**config.mk**
```make
export PLATFORM = sky130hd
export DESIGN_NAME = cau_div_cell
export DESIGN_NICKNAME = d
export VERILOG_FILES = /design/src/rtl/cau_pkg.sv /design/src/rtl/cau_div_cell.sv
export SDC_FILE = /design/constraint.sdc
export NUM_CORES = 1
export LEC_CHECK = 0
export BUFFER_PORTS_ARGS = -buffer_cell sky130_fd_sc_hd__clkbuf_2
export CORE_ASPECT_RATIO = 0.5
export CORE_MARGIN = 2
export CORE_UTILIZATION = 40
export DETAILED_ROUTE_END_ITERATION = 7
export PLACE_DENSITY = 0.78
export SETUP_SLACK_MARGIN = 0.02
export SLEW_MARGIN = 20
export SYNTH_ARGS = -nofsm -noshare
export SYNTH_HDL_FRONTEND = slang
export SYNTH_SLANG_ARGS = --single-unit
```
**constraint.sdc**
```tcl
create_clock -name i_clk -period 3.4 [get_ports i_clk]
set_clock_uncertainty 0.1 [all_clocks]
set_input_delay 0.34 -clock i_clk [delete_from_list [all_inputs] [get_ports i_clk]]
set_output_delay 0.34 -clock i_clk [all_outputs]
set_load 0.1 [all_outputs]
```
**src/rtl/cau_pkg.sv**
```systemverilog
// shared defaults, opcodes and control bundle for the complex arithmetic unit
`timescale 1ns / 1ps
package cau_pkg;
    localparam int DATA_WIDTH_DEF = 16;
    localparam int FRAC_BITS_DEF  = 8;

    localparam logic [1:0] OP_ADD = 2'd0;
    localparam logic [1:0] OP_SUB = 2'd1;
    localparam logic [1:0] OP_MUL = 2'd2;
    localparam logic [1:0] OP_DIV = 2'd3;

    typedef struct packed {
        logic valid;
        logic is_div;
        logic dz;
        logic neg_r;
        logic neg_i;
        logic sat_r;
        logic sat_i;
        logic ovf;
    } t_ctl;
endpackage

```
**src/rtl/cau_div_cell.sv**
```systemverilog
// one quotient bit of the pipelined restoring divider
`timescale 1ns / 1ps
module cau_div_cell #(
    parameter int DATA_WIDTH = cau_pkg::DATA_WIDTH_DEF,
    parameter int FRAC_BITS  = cau_pkg::FRAC_BITS_DEF,
    parameter int SHIFT      = 0
) (
    input  logic                              i_clk,
    input  logic                              i_rst_n,
    input  cau_pkg::t_ctl                     i_ctl,
    input  logic [2*DATA_WIDTH-1:0]           i_den,
    input  logic [3*DATA_WIDTH+FRAC_BITS:0]   i_rem_r,
    input  logic [3*DATA_WIDTH+FRAC_BITS:0]   i_rem_i,
    input  logic [DATA_WIDTH:0]               i_q_r,
    input  logic [DATA_WIDTH:0]               i_q_i,
    input  logic [DATA_WIDTH-1:0]             i_res_r,
    input  logic [DATA_WIDTH-1:0]             i_res_i,
    output cau_pkg::t_ctl                     o_ctl,
    output logic [2*DATA_WIDTH-1:0]           o_den,
    output logic [3*DATA_WIDTH+FRAC_BITS:0]   o_rem_r,
    output logic [3*DATA_WIDTH+FRAC_BITS:0]   o_rem_i,
    output logic [DATA_WIDTH:0]               o_q_r,
    output logic [DATA_WIDTH:0]               o_q_i,
    output logic [DATA_WIDTH-1:0]             o_res_r,
    output logic [DATA_WIDTH-1:0]             o_res_i
);
    import cau_pkg::*;

    localparam int W  = DATA_WIDTH;
    localparam int CW = 3*W + FRAC_BITS + 1;

    logic [CW-1:0] dsh;
    logic [CW:0]   diff_r, diff_i;

    assign dsh    = CW'(i_den) << SHIFT;
    assign diff_r = {1'b0, i_rem_r} - {1'b0, dsh};
    assign diff_i = {1'b0, i_rem_i} - {1'b0, dsh};

    always_ff @(posedge i_clk) begin
        if (!i_rst_n) begin
            o_ctl <= '0;
        end else begin
            o_ctl <= i_ctl;
        end
        o_den   <= i_den;
        o_rem_r <= diff_r[CW] ? i_rem_r : diff_r[CW-1:0];
        o_rem_i <= diff_i[CW] ? i_rem_i : diff_i[CW-1:0];
        o_q_r   <= {i_q_r[W-1:0], ~diff_r[CW]};
        o_q_i   <= {i_q_i[W-1:0], ~diff_i[CW]};
        o_res_r <= i_res_r;
        o_res_i <= i_res_i;
    end
endmodule

```
==> metrics.yaml <==
outcome:
  status: "finished, final reports clean"
yosys:
  yosys_warnings: 0
  avgSynthCellArea_um2: 8.86
  synthDistinctLibCells: 63
  synth-main-ff-cell: "dfxtp_1"
  synth_top_area_cell: "dfxtp_1"
  synth_cells: 1150
  netlist_area_um2: 10200
  yosys-top-cells-area: "dfxtp_1, ha_1, xor2_1, a21oi_1, nand2_1"
  ys_seq_area_share_pct: 43.2
  synth_edf_count: 0
  synthTopCellsByCount: "dfxtp_1, nand2_1, a21oi_1, nor2_1, o21ai_0"
  yosysMostFrequentCell: "dfxtp_1"
  synth_top_area_share_pct: 43.2
  async_reset_ff_share_pct: 0
  syn_nets: 1438
  synth-seq-cells: 220
grt:
  grt.busiest_layer: "met2"
  grt_max_degree: 53
  met2_usage_pct: 47.6
  gr-usage-met3_pct: 4.87
  grt_pass1_wl_mm: 57.2
  grt_pass1_vias: 11084
  grt.overflow.total: 0
  gr-usage-met1_pct: 31.9
  grt_usage_pct: 26.8
  antenna_found_initial: 5
clock_tree:
  ctsHtreeMaxLevel: 1
  clock-sinks: 220
  cts_tree: "yes"
  cts-root-buf: "clkbuf_16"
  clockBufferDepth: 3
  cts_inserted_buffers: 21
  clk_pin_slew_ps: 70
die:
  ioPinCount: 442
  num_rows: 41
  core-area_um2: 25100
  fp.dieW_um: 230
  start_util_pct: 40.6
  die_area_um2: 26800
  die_height_um: 117
final_layout:
  final_nets: 2117
  design_area_um2: 16000
  drive_above_1_share_pct: 31.2
  area_delta_synth_final_pct: 57.1
  instances_no_fill: 2193
  fillers: 1930
sta:
  fmax_mhz: 302
  slew_headroom_pct: 50.5
  hold_violations: 0
  setup_viol: 0
  fin_tns_setup_ps: 0
  rsz0062_at_grt: "yes"
  maxSlewViolCount: 0
  period_needed_ps: 3310
  worst_pin_slew_ps: 735
  fin_crit_sh_pct: 97.3
setup_path:
  path_class: "input pin to flip-flop"
  path_max_fanout: 4
  cp.arrival_ps: 3660
  cpMaxStageDelayCell: "dlygate4sd3_1"
  crit_start: "i_den[12]"
  required_ps: 3750
  critPathTopFamily: "compound AO/OA/AOI/OAI gates"
  crit_chain: "dlygate4sd3_1 -> clkbuf_2 -> inv_1 -> ha_1 -> and2_2 -> o21ai_2 -> a211oi_4 -> o2111ai_1 -> a2111o_1 -> and2_4 -> or4_4 -> a211oi_2 -> xor2_1"
  cp_num_buf_inv: 3
  crit_path_end_kind: "flip-flop"
  worst_setup_path_start_kind: "input pin"
  cpPeakStageDelay_ps: 550
placement:
  dpl_cell_area_um2: 13100
  dpl.hpwl_mm: 27.1
  dp_cells: 1946
  port_buffers: 439
  gp_congestion: 0.966
min_path:
  hold_path.class: "input pin to flip-flop"
  holdPathEnd: "o_rem_i[18]"
  hold_depth: 3
  worstHoldStart: "i_rem_i[18]"
pwr:
  p_leak_nw: 7.56
  ir_drop_uv: 341
  powerDensity_nw_per_um2: 574
  total_power_mw: 9.19
detailed_routing:
  vias: 11302
  drc: 0
  via_per_inst: 5.15
  post_drt_wl_per_cell_um: 17.6
  ant_nets: 0
  drt_pass1_iterations: 7
  routed_wl_mm: 38.7
  drt-initial-drc-count: 790
job:
  drv_cap: 0
## cell usage in the layout (no fill, tap or decap), types with 12 or more instances in the layout
master / n
nand3_1: 22
nor2_1: 91
nor4_1: 12
a21o_1: 27
ha_1: 59
buf_4: 56
dlygate4sd3_1: 202
o21ai_0: 67
and2_1: 12
xor2_1: 56
clkbuf_16: 21
a31oi_1: 12
nand2_1: 120
dfxtp_1: 220
inv_1: 47
nand4_1: 21
a21oi_1: 94
nor3_1: 26
xnor2_1: 51
clkbuf_2: 439
## worst max path at each step
stage	depth (start not counted)	to	slack, ps
finish	13	o_rem_i[52]	90
global route	14	o_rem_i[51]	-50
CTS	14	o_rem_i[46]	40
detailed placement	13	o_rem_r[55]	30
global placement	13	o_rem_r[56]	80
floorplan	13	o_rem_i[52]	220
## metrics by stage
step / hold slack, ps / worst slack (ps) / utilization [%]
after global routing: 18.3 / -53.2 / 63.8
after CTS: 6.39 / 37.9 / 63.0
after detailed placement: 344 / 32.5 / 52.1
after floorplan: 268 / 218 / -
final: 28.9 / 92.4 / 63.8
after global placement: 342 / 81.9 / 52.1
## per-layer routing
layer | vias to the layer above | wire length [um]
li1 | 5426 | -
met1 | 5216 | 15300
met2 | 534 | 18900
met3 | 126 | 2710
met4 | 0 | 1750
met5 | - | 0
## sequential cells by signal (all words and copies together) (netlist names)
name,cells
o_res_i,16
o_res_r,16
o_ctl,8
o_rem_r,57
o_rem_i,57
o_den,32
o_q_i,17
o_q_r,17
## power by group
group	internal (mW)	switching [mW]	total, mW
clock	1.40	1.08	2.48
combinational	0.853	2.91	3.76
sequential	2.86	0.0895	2.95
total	5.11	4.08	9.19
## cell type report
class	count	area, um^2	area share (%)
Antenna cell	6	15.0	0.0938
Clock buffer	24	547	3.42
Clock inverter	13	164	1.02
Inverter	49	186	1.17
Multi-Input combinational cell	836	5550	34.7
Sequential cell	220	4400	27.5
Tap cell	344	430	2.69
Timing Repair Buffer	701	4700	29.4
## what timing repair did
action                                 4_1_cts  5_1_grt
endpoints found under the hold margin      202        0
hold buffers                               202        0
gates resized for setup                      0       32
setup endpoints to repair                    0       44
buffers inserted                             0        2
## logic make-up (layout without fill, tap and decap cells)
family | Yosys count | count (layout) | synth area share, %
AO/OA/AOI/OAI | 272 | 272 | 16.4
XOR/XNOR | 107 | 107 | 9.20
adder cells (fa/ha/maj) | 66 | 66 | 8.26
buffers and inverters | 94 | 787 | 3.80
flip-flops | 220 | 220 | 43.2
multiplexers | 3 | 3 | 0.332
other | 0 | 6 | 0
AND/OR/NAND/NOR | 388 | 388 | 18.8
Power figures use the tool's default switching activity.
