==> config.mk <==
export PLATFORM = sky130hd
export DESIGN_NAME = cau_front
export DESIGN_NICKNAME = d
export VERILOG_FILES = /design/src/rtl/cau_pkg.sv /design/src/rtl/cau_front.sv
export SDC_FILE = /design/constraint.sdc
export NUM_CORES = 2
export LEC_CHECK = 0
export BUFFER_PORTS_ARGS = -buffer_cell sky130_fd_sc_hd__buf_2
export CAP_MARGIN = 20
export CORE_ASPECT_RATIO = 0.8
export CORE_UTILIZATION = 50
export CTS_CLUSTER_DIAMETER = 200
export DETAILED_ROUTE_END_ITERATION = 8
export PLACE_DENSITY = 0.65
export SYNTH_ARGS = -nofsm -noshare
export SYNTH_HDL_FRONTEND = slang
export SYNTH_SLANG_ARGS = --single-unit
==> constraint.sdc <==
create_clock -name i_clk -period 7.4 [get_ports i_clk]
set_input_delay 0 -clock i_clk [delete_from_list [all_inputs] [get_ports i_clk]]
set_output_delay 0 -clock i_clk [all_outputs]
set_load 0.02 [all_outputs]
==> src/rtl/cau_pkg.sv <==
// shared defaults, opcodes and control bundle for the complex arithmetic unit
`timescale 1ns / 1ps
package cau_pkg;
    localparam int DATA_WIDTH_DEF = 16;
    localparam int FRAC_BITS_DEF  = 8;

    localparam logic [1:0] OP_ADD = 2'd0;
    localparam logic [1:0] OP_SUB = 2'd1;
    localparam logic [1:0] OP_MUL = 2'd2;
    localparam logic [1:0] OP_DIV = 2'd3;

    typedef struct packed {
        logic valid;
        logic is_div;
        logic dz;
        logic neg_r;
        logic neg_i;
        logic sat_r;
        logic sat_i;
        logic ovf;
    } t_ctl;
endpackage

==> src/rtl/cau_front.sv <==
// operand products, sums, add/sub/mul results and divide setup
`timescale 1ns / 1ps
module cau_front #(
    parameter int DATA_WIDTH = cau_pkg::DATA_WIDTH_DEF,
    parameter int FRAC_BITS  = cau_pkg::FRAC_BITS_DEF
) (
    input  logic                                           i_clk,
    input  logic                                           i_rst_n,
    input  logic                                           i_take,
    input  logic [1:0]                                     i_opcode,
    input  logic signed [DATA_WIDTH-1:0]                   i_a_real,
    input  logic signed [DATA_WIDTH-1:0]                   i_a_imag,
    input  logic signed [DATA_WIDTH-1:0]                   i_b_real,
    input  logic signed [DATA_WIDTH-1:0]                   i_b_imag,
    output cau_pkg::t_ctl                                  o_ctl,
    output logic [2*DATA_WIDTH-1:0]                        o_den,
    output logic [3*DATA_WIDTH+FRAC_BITS:0]                o_rem_r,
    output logic [3*DATA_WIDTH+FRAC_BITS:0]                o_rem_i,
    output logic [DATA_WIDTH-1:0]                          o_res_r,
    output logic [DATA_WIDTH-1:0]                          o_res_i
);
    import cau_pkg::*;

    localparam int W  = DATA_WIDTH;
    localparam int CW = 3*W + FRAC_BITS + 1;
    localparam logic [2*W:0] MAXP = {{(W+2){1'b0}}, {(W-1){1'b1}}};
    localparam logic [2*W:0] MAXN = MAXP + (2*W+1)'(1);
    localparam logic [W-1:0] VMAX = {1'b0, {(W-1){1'b1}}};
    localparam logic [W-1:0] VMIN = {1'b1, {(W-1){1'b0}}};

    // stage a
    logic                    r_a_valid;
    logic [1:0]              r_a_op;
    logic signed [2*W-1:0]   r_p_rr, r_p_ii, r_p_ri, r_p_ir, r_p_br2, r_p_bi2;
    logic signed [W:0]       r_s_re, r_s_im;

    // stage b
    logic                    r_b_valid;
    logic [1:0]              r_b_op;
    logic signed [2*W:0]     r_x_re, r_x_im;
    logic [2*W-1:0]          r_b_den;
    logic signed [W:0]       r_b_s_re, r_b_s_im;

    logic signed [2*W:0]     n_x_re, n_x_im;
    logic [2*W:0]            mag_r, mag_i, m_r, m_i;
    logic [W-1:0]            mres_r, mres_i, sres_r, sres_i;
    logic                    movf_r, movf_i, sovf_r, sovf_i;
    logic [CW-1:0]           n_rem_r, n_rem_i, dlim;
    t_ctl                    n_ctl;
    logic [W-1:0]            n_res_r, n_res_i;

    always_ff @(posedge i_clk) begin
        if (!i_rst_n) begin
            r_a_valid <= 1'b0;
        end else begin
            r_a_valid <= i_take;
        end
        r_a_op  <= i_opcode;
        r_p_rr  <= i_a_real * i_b_real;
        r_p_ii  <= i_a_imag * i_b_imag;
        r_p_ri  <= i_a_real * i_b_imag;
        r_p_ir  <= i_a_imag * i_b_real;
        r_p_br2 <= i_b_real * i_b_real;
        r_p_bi2 <= i_b_imag * i_b_imag;
        if (i_opcode == OP_SUB) begin
            r_s_re <= (W+1)'(i_a_real) - (W+1)'(i_b_real);
            r_s_im <= (W+1)'(i_a_imag) - (W+1)'(i_b_imag);
        end else begin
            r_s_re <= (W+1)'(i_a_real) + (W+1)'(i_b_real);
            r_s_im <= (W+1)'(i_a_imag) + (W+1)'(i_b_imag);
        end
    end

    always_comb begin
        if (r_a_op == OP_DIV) begin
            n_x_re = (2*W+1)'(r_p_rr) + (2*W+1)'(r_p_ii);
            n_x_im = (2*W+1)'(r_p_ir) - (2*W+1)'(r_p_ri);
        end else begin
            n_x_re = (2*W+1)'(r_p_rr) - (2*W+1)'(r_p_ii);
            n_x_im = (2*W+1)'(r_p_ri) + (2*W+1)'(r_p_ir);
        end
    end

    always_ff @(posedge i_clk) begin
        if (!i_rst_n) begin
            r_b_valid <= 1'b0;
        end else begin
            r_b_valid <= r_a_valid;
        end
        r_b_op   <= r_a_op;
        r_x_re   <= n_x_re;
        r_x_im   <= n_x_im;
        r_b_den  <= r_p_br2[2*W-1:0] + r_p_bi2[2*W-1:0];
        r_b_s_re <= r_s_re;
        r_b_s_im <= r_s_im;
    end

    always_comb begin
        mag_r = r_x_re[2*W] ? (~r_x_re + (2*W+1)'(1)) : r_x_re;
        mag_i = r_x_im[2*W] ? (~r_x_im + (2*W+1)'(1)) : r_x_im;
        m_r   = mag_r >> FRAC_BITS;
        m_i   = mag_i >> FRAC_BITS;

        movf_r = r_x_re[2*W] ? (m_r > MAXN) : (m_r > MAXP);
        movf_i = r_x_im[2*W] ? (m_i > MAXN) : (m_i > MAXP);
        if (r_x_re[2*W]) begin
            mres_r = movf_r ? VMIN : (~m_r[W-1:0] + W'(1));
        end else begin
            mres_r = movf_r ? VMAX : m_r[W-1:0];
        end
        if (r_x_im[2*W]) begin
            mres_i = movf_i ? VMIN : (~m_i[W-1:0] + W'(1));
        end else begin
            mres_i = movf_i ? VMAX : m_i[W-1:0];
        end

        sovf_r = r_b_s_re[W] != r_b_s_re[W-1];
        sovf_i = r_b_s_im[W] != r_b_s_im[W-1];
        sres_r = sovf_r ? (r_b_s_re[W] ? VMIN : VMAX) : r_b_s_re[W-1:0];
        sres_i = sovf_i ? (r_b_s_im[W] ? VMIN : VMAX) : r_b_s_im[W-1:0];

        n_rem_r = CW'(mag_r) << FRAC_BITS;
        n_rem_i = CW'(mag_i) << FRAC_BITS;
        dlim    = CW'(r_b_den) << (W+1);

        n_ctl.valid  = r_b_valid;
        n_ctl.is_div = r_b_op == OP_DIV;
        n_ctl.dz     = r_b_den == '0;
        n_ctl.neg_r  = r_x_re[2*W];
        n_ctl.neg_i  = r_x_im[2*W];
        n_ctl.sat_r  = n_rem_r >= dlim;
        n_ctl.sat_i  = n_rem_i >= dlim;
        case (r_b_op)
            OP_MUL: begin
                n_ctl.ovf = movf_r | movf_i;
                n_res_r   = mres_r;
                n_res_i   = mres_i;
            end
            default: begin
                n_ctl.ovf = sovf_r | sovf_i;
                n_res_r   = sres_r;
                n_res_i   = sres_i;
            end
        endcase
    end

    always_ff @(posedge i_clk) begin
        if (!i_rst_n) begin
            o_ctl <= '0;
        end else begin
            o_ctl <= n_ctl;
        end
        o_den   <= r_b_den;
        o_rem_r <= n_rem_r;
        o_rem_i <= n_rem_i;
        o_res_r <= n_res_r;
        o_res_i <= n_res_i;
    end
endmodule

==> results.sh <==
export IMPL_setup_tns_ns=0
export IMPL_first_pass_iters=5
export IMPL_pre_cts_slack_ns=0.375
export IMPL_max_freq_mhz=144
export IMPL_drv_cap=0
export IMPL_via_count=58656
export IMPL_synth_edf_count=0
export IMPL_cts_tree="built"
export IMPL_grt_use_total=0.301
export IMPL_hold_violations=0
export IMPL_die_y_um=358
export IMPL_netlist_area_sq_um=79300
export IMPL_rows=130
export IMPL_design_area_sq_um=84900
export IMPL_portBuffers=206
export IMPL_dpl_hpwl_um=195000
export IMPL_clk_pin_slew_ns=0.07
export IMPL_critPathLaunchType="input pin"
export IMPL_layout_setup_ws_ns=0.434
export IMPL_synth_seq_area_share=0.126
export IMPL_cp_arrival_ns=7.55
export IMPL_gp_congestion=1.01
export IMPL_worst_slew_pin_slew_ns=1.16
export IMPL_wire_per_inst_um=21.6
export IMPL_grt_overflow_total=0
export IMPL_finalMaxSlewViolations=0
export IMPL_period_needed_ns=6.97
export IMPL_synth_commonest_cells="inv_1 (1,875), fa_1 (1,519), nand2_1 (795)"
export IMPL_slew_headroom=0.217
export IMPL_antenna_found_initial=32
export IMPL_outcome="completed"
export IMPL_viasPerCell=5.39
export IMPL_placed_area_sq_um=82800
export IMPL_rsz0062_at_grt="false"
export IMPL_grt_pass1_wl_um=363000
export IMPL_syn_area_per_cell_sq_um=9.20
export IMPL_cts_buffer_depth=3
export IMPL_dieArea_sq_um=160000
export IMPL_yosysMostFrequentCell="inv_1"
export IMPL_hold_class="in -> reg"
export IMPL_endpoint_kind="flip-flop"
export IMPL_initial_core_util=0.504
export IMPL_syn_inst=8614
export IMPL_core_area_sq_um=157000
export IMPL_synthToLayoutAreaGrowth_pct=7.04
export IMPL_async_reset_ff_frac=0
export IMPL_cts_root_buf="clkbuf_16"
export IMPL_synth_area_leader_cell="fa_1"
export IMPL_synthFlopType="dfxtp_1"
export IMPL_drt_initial_drc_count=4754
export IMPL_ys_types=97
export IMPL_crit_fanout=17
export IMPL_grt_max_degree=57
export IMPL_cts_sinks=500
export IMPL_ant_nets=0
export IMPL_synth_top_area_share=0.384
export IMPL_worstSetupPathType="in -> reg"
export IMPL_drive_gt1_frac=0.0631
export IMPL_grt_pass1_vias=60193
export IMPL_cts_buffers_inserted=54
export IMPL_htreeDepth=2
export IMPL_synthTopCellsByArea="fa_1 (38%), dfxtp_1 (13%), ha_1 (11%)"
export IMPL_wl_um=235000
export IMPL_fin_skew_ns=0.0663
export IMPL_die_width_um=447
export IMPL_yosysWarnings=0
export IMPL_io_pins=255
export IMPL_setup_viol=0
export IMPL_finalCritPeriodShare=0.941
export IMPL_fin_nets=11011
export IMPL_place_inst=10767
export IMPL_insertion_delay_ns=0.70
export IMPL_ys_ff_latch=500
export IMPL_crit_required_ns=7.98
export IMPL_finalNonFillerCells=10887
export IMPL_drc=0
cell type report:
type	instances	area, sq um
Tap cell	2112	2640
Clock inverter	36	480
Sequential cell	500	10000
Antenna cell	11	27.5
Timing Repair Buffer	374	2400
Multi-Input combinational cell	5896	60700
Inverter	1893	7110
Fill cell	14323	72400
Clock buffer	65	1450
cells in the final DEF, fill, tap and decap left out, types with 158 or more instances in the layout:
cell,n
a21oi_1,284
and2_1,544
buf_2,206
dfxtp_1,498
fa_1,1519
ha_1,704
inv_1,1874
nand2_1,795
nor2_1,379
o21ai_0,158
xnor2_1,379
sequential cells by signal, summed over array words and instances, names as in the netlist, 16 cells and up:
| register | cells |
|---|---|
| r_p_rr | 32 |
| r_p_br2 | 31 |
| o_rem_i | 33 |
| r_b_s_re | 17 |
| o_den | 32 |
| r_b_s_im | 17 |
| r_x_im | 33 |
| r_p_ri | 32 |
| r_s_im | 17 |
| o_rem_r | 33 |
| r_x_re | 33 |
| r_s_re | 17 |
| r_p_ir | 32 |
| r_p_bi2 | 31 |
| o_res_i | 16 |
| o_res_r | 16 |
| r_b_den | 32 |
| r_p_ii | 32 |
metal layers:
layer  vias to the layer above  wire length (um)  track usage
met5                         -                81            0
met4                        12              9880        0.107
met3                       369             21500       0.0638
met2                      2215            102000        0.460
met1                     29613            101000        0.423
li1                      26447                 -            -
cells by family after synthesis:
group | synth area share
buffers and inverters | 0.110
adder cells (fa/ha/maj) | 0.495
AND/OR/NAND/NOR | 0.136
AO/OA/AOI/OAI | 0.0756
XOR/XNOR | 0.0558
flip-flops | 0.126
multiplexers | 0.00147
other | 0.0000473
critical path: stages:
cell and delay (ns):
dlygate4sd3_1 0.53, buf_2 0.54, clkinv_1 0.30, nor2_1 0.32, fa_1 0.46, inv_1 0.09
fa_1 0.42, fa_1 0.42, fa_1 0.49, inv_1 0.05, fa_1 0.52, inv_1 0.05
fa_1 0.47, inv_1 0.04, ha_1 0.32, and2_1 0.20, a221oi_1 0.47, a2bb2oi_1 0.35
buf_4 0.19, o211ai_1 0.13, nand2_1 0.23, a31oi_1 0.18, a41o_1 0.27, nor2_1 0.21
a21oi_1 0.13, xnor2_1 0.14
through the flow:
stage	hold slack (ns)	utilization
6_report	0.0466	0.540
5_1_grt	0.0420	0.539
4_1_cts	0.00146	0.539
3_5_place_dp	0.161	0.527
3_3_place_gp	0.159	0.527
2_1_floorplan	0.0277	-
timing repair:
action,4_1_cts,5_1_grt
resized for setup,0,0
hold buffers,8,0
endpoints found under the hold margin,12,0
setup buffers,0,0
final timing paths:
path	from	end	slack, ns	depth (start not counted)
setup / recovery	i_b_imag[1]	r_p_bi2[31]	0.43	26
hold / removal	i_opcode[1]	r_a_op[1]	0.05	2
setup reg to reg	r_p_ri[0]	r_x_im[30]	2.37	16
hold reg to reg	r_s_im[1]	r_b_s_im[1]	0.31	0
Power is left out: the tool's default activity adds up to more than one toggle a clock period on the data nets, which glitch-free logic cannot reach.
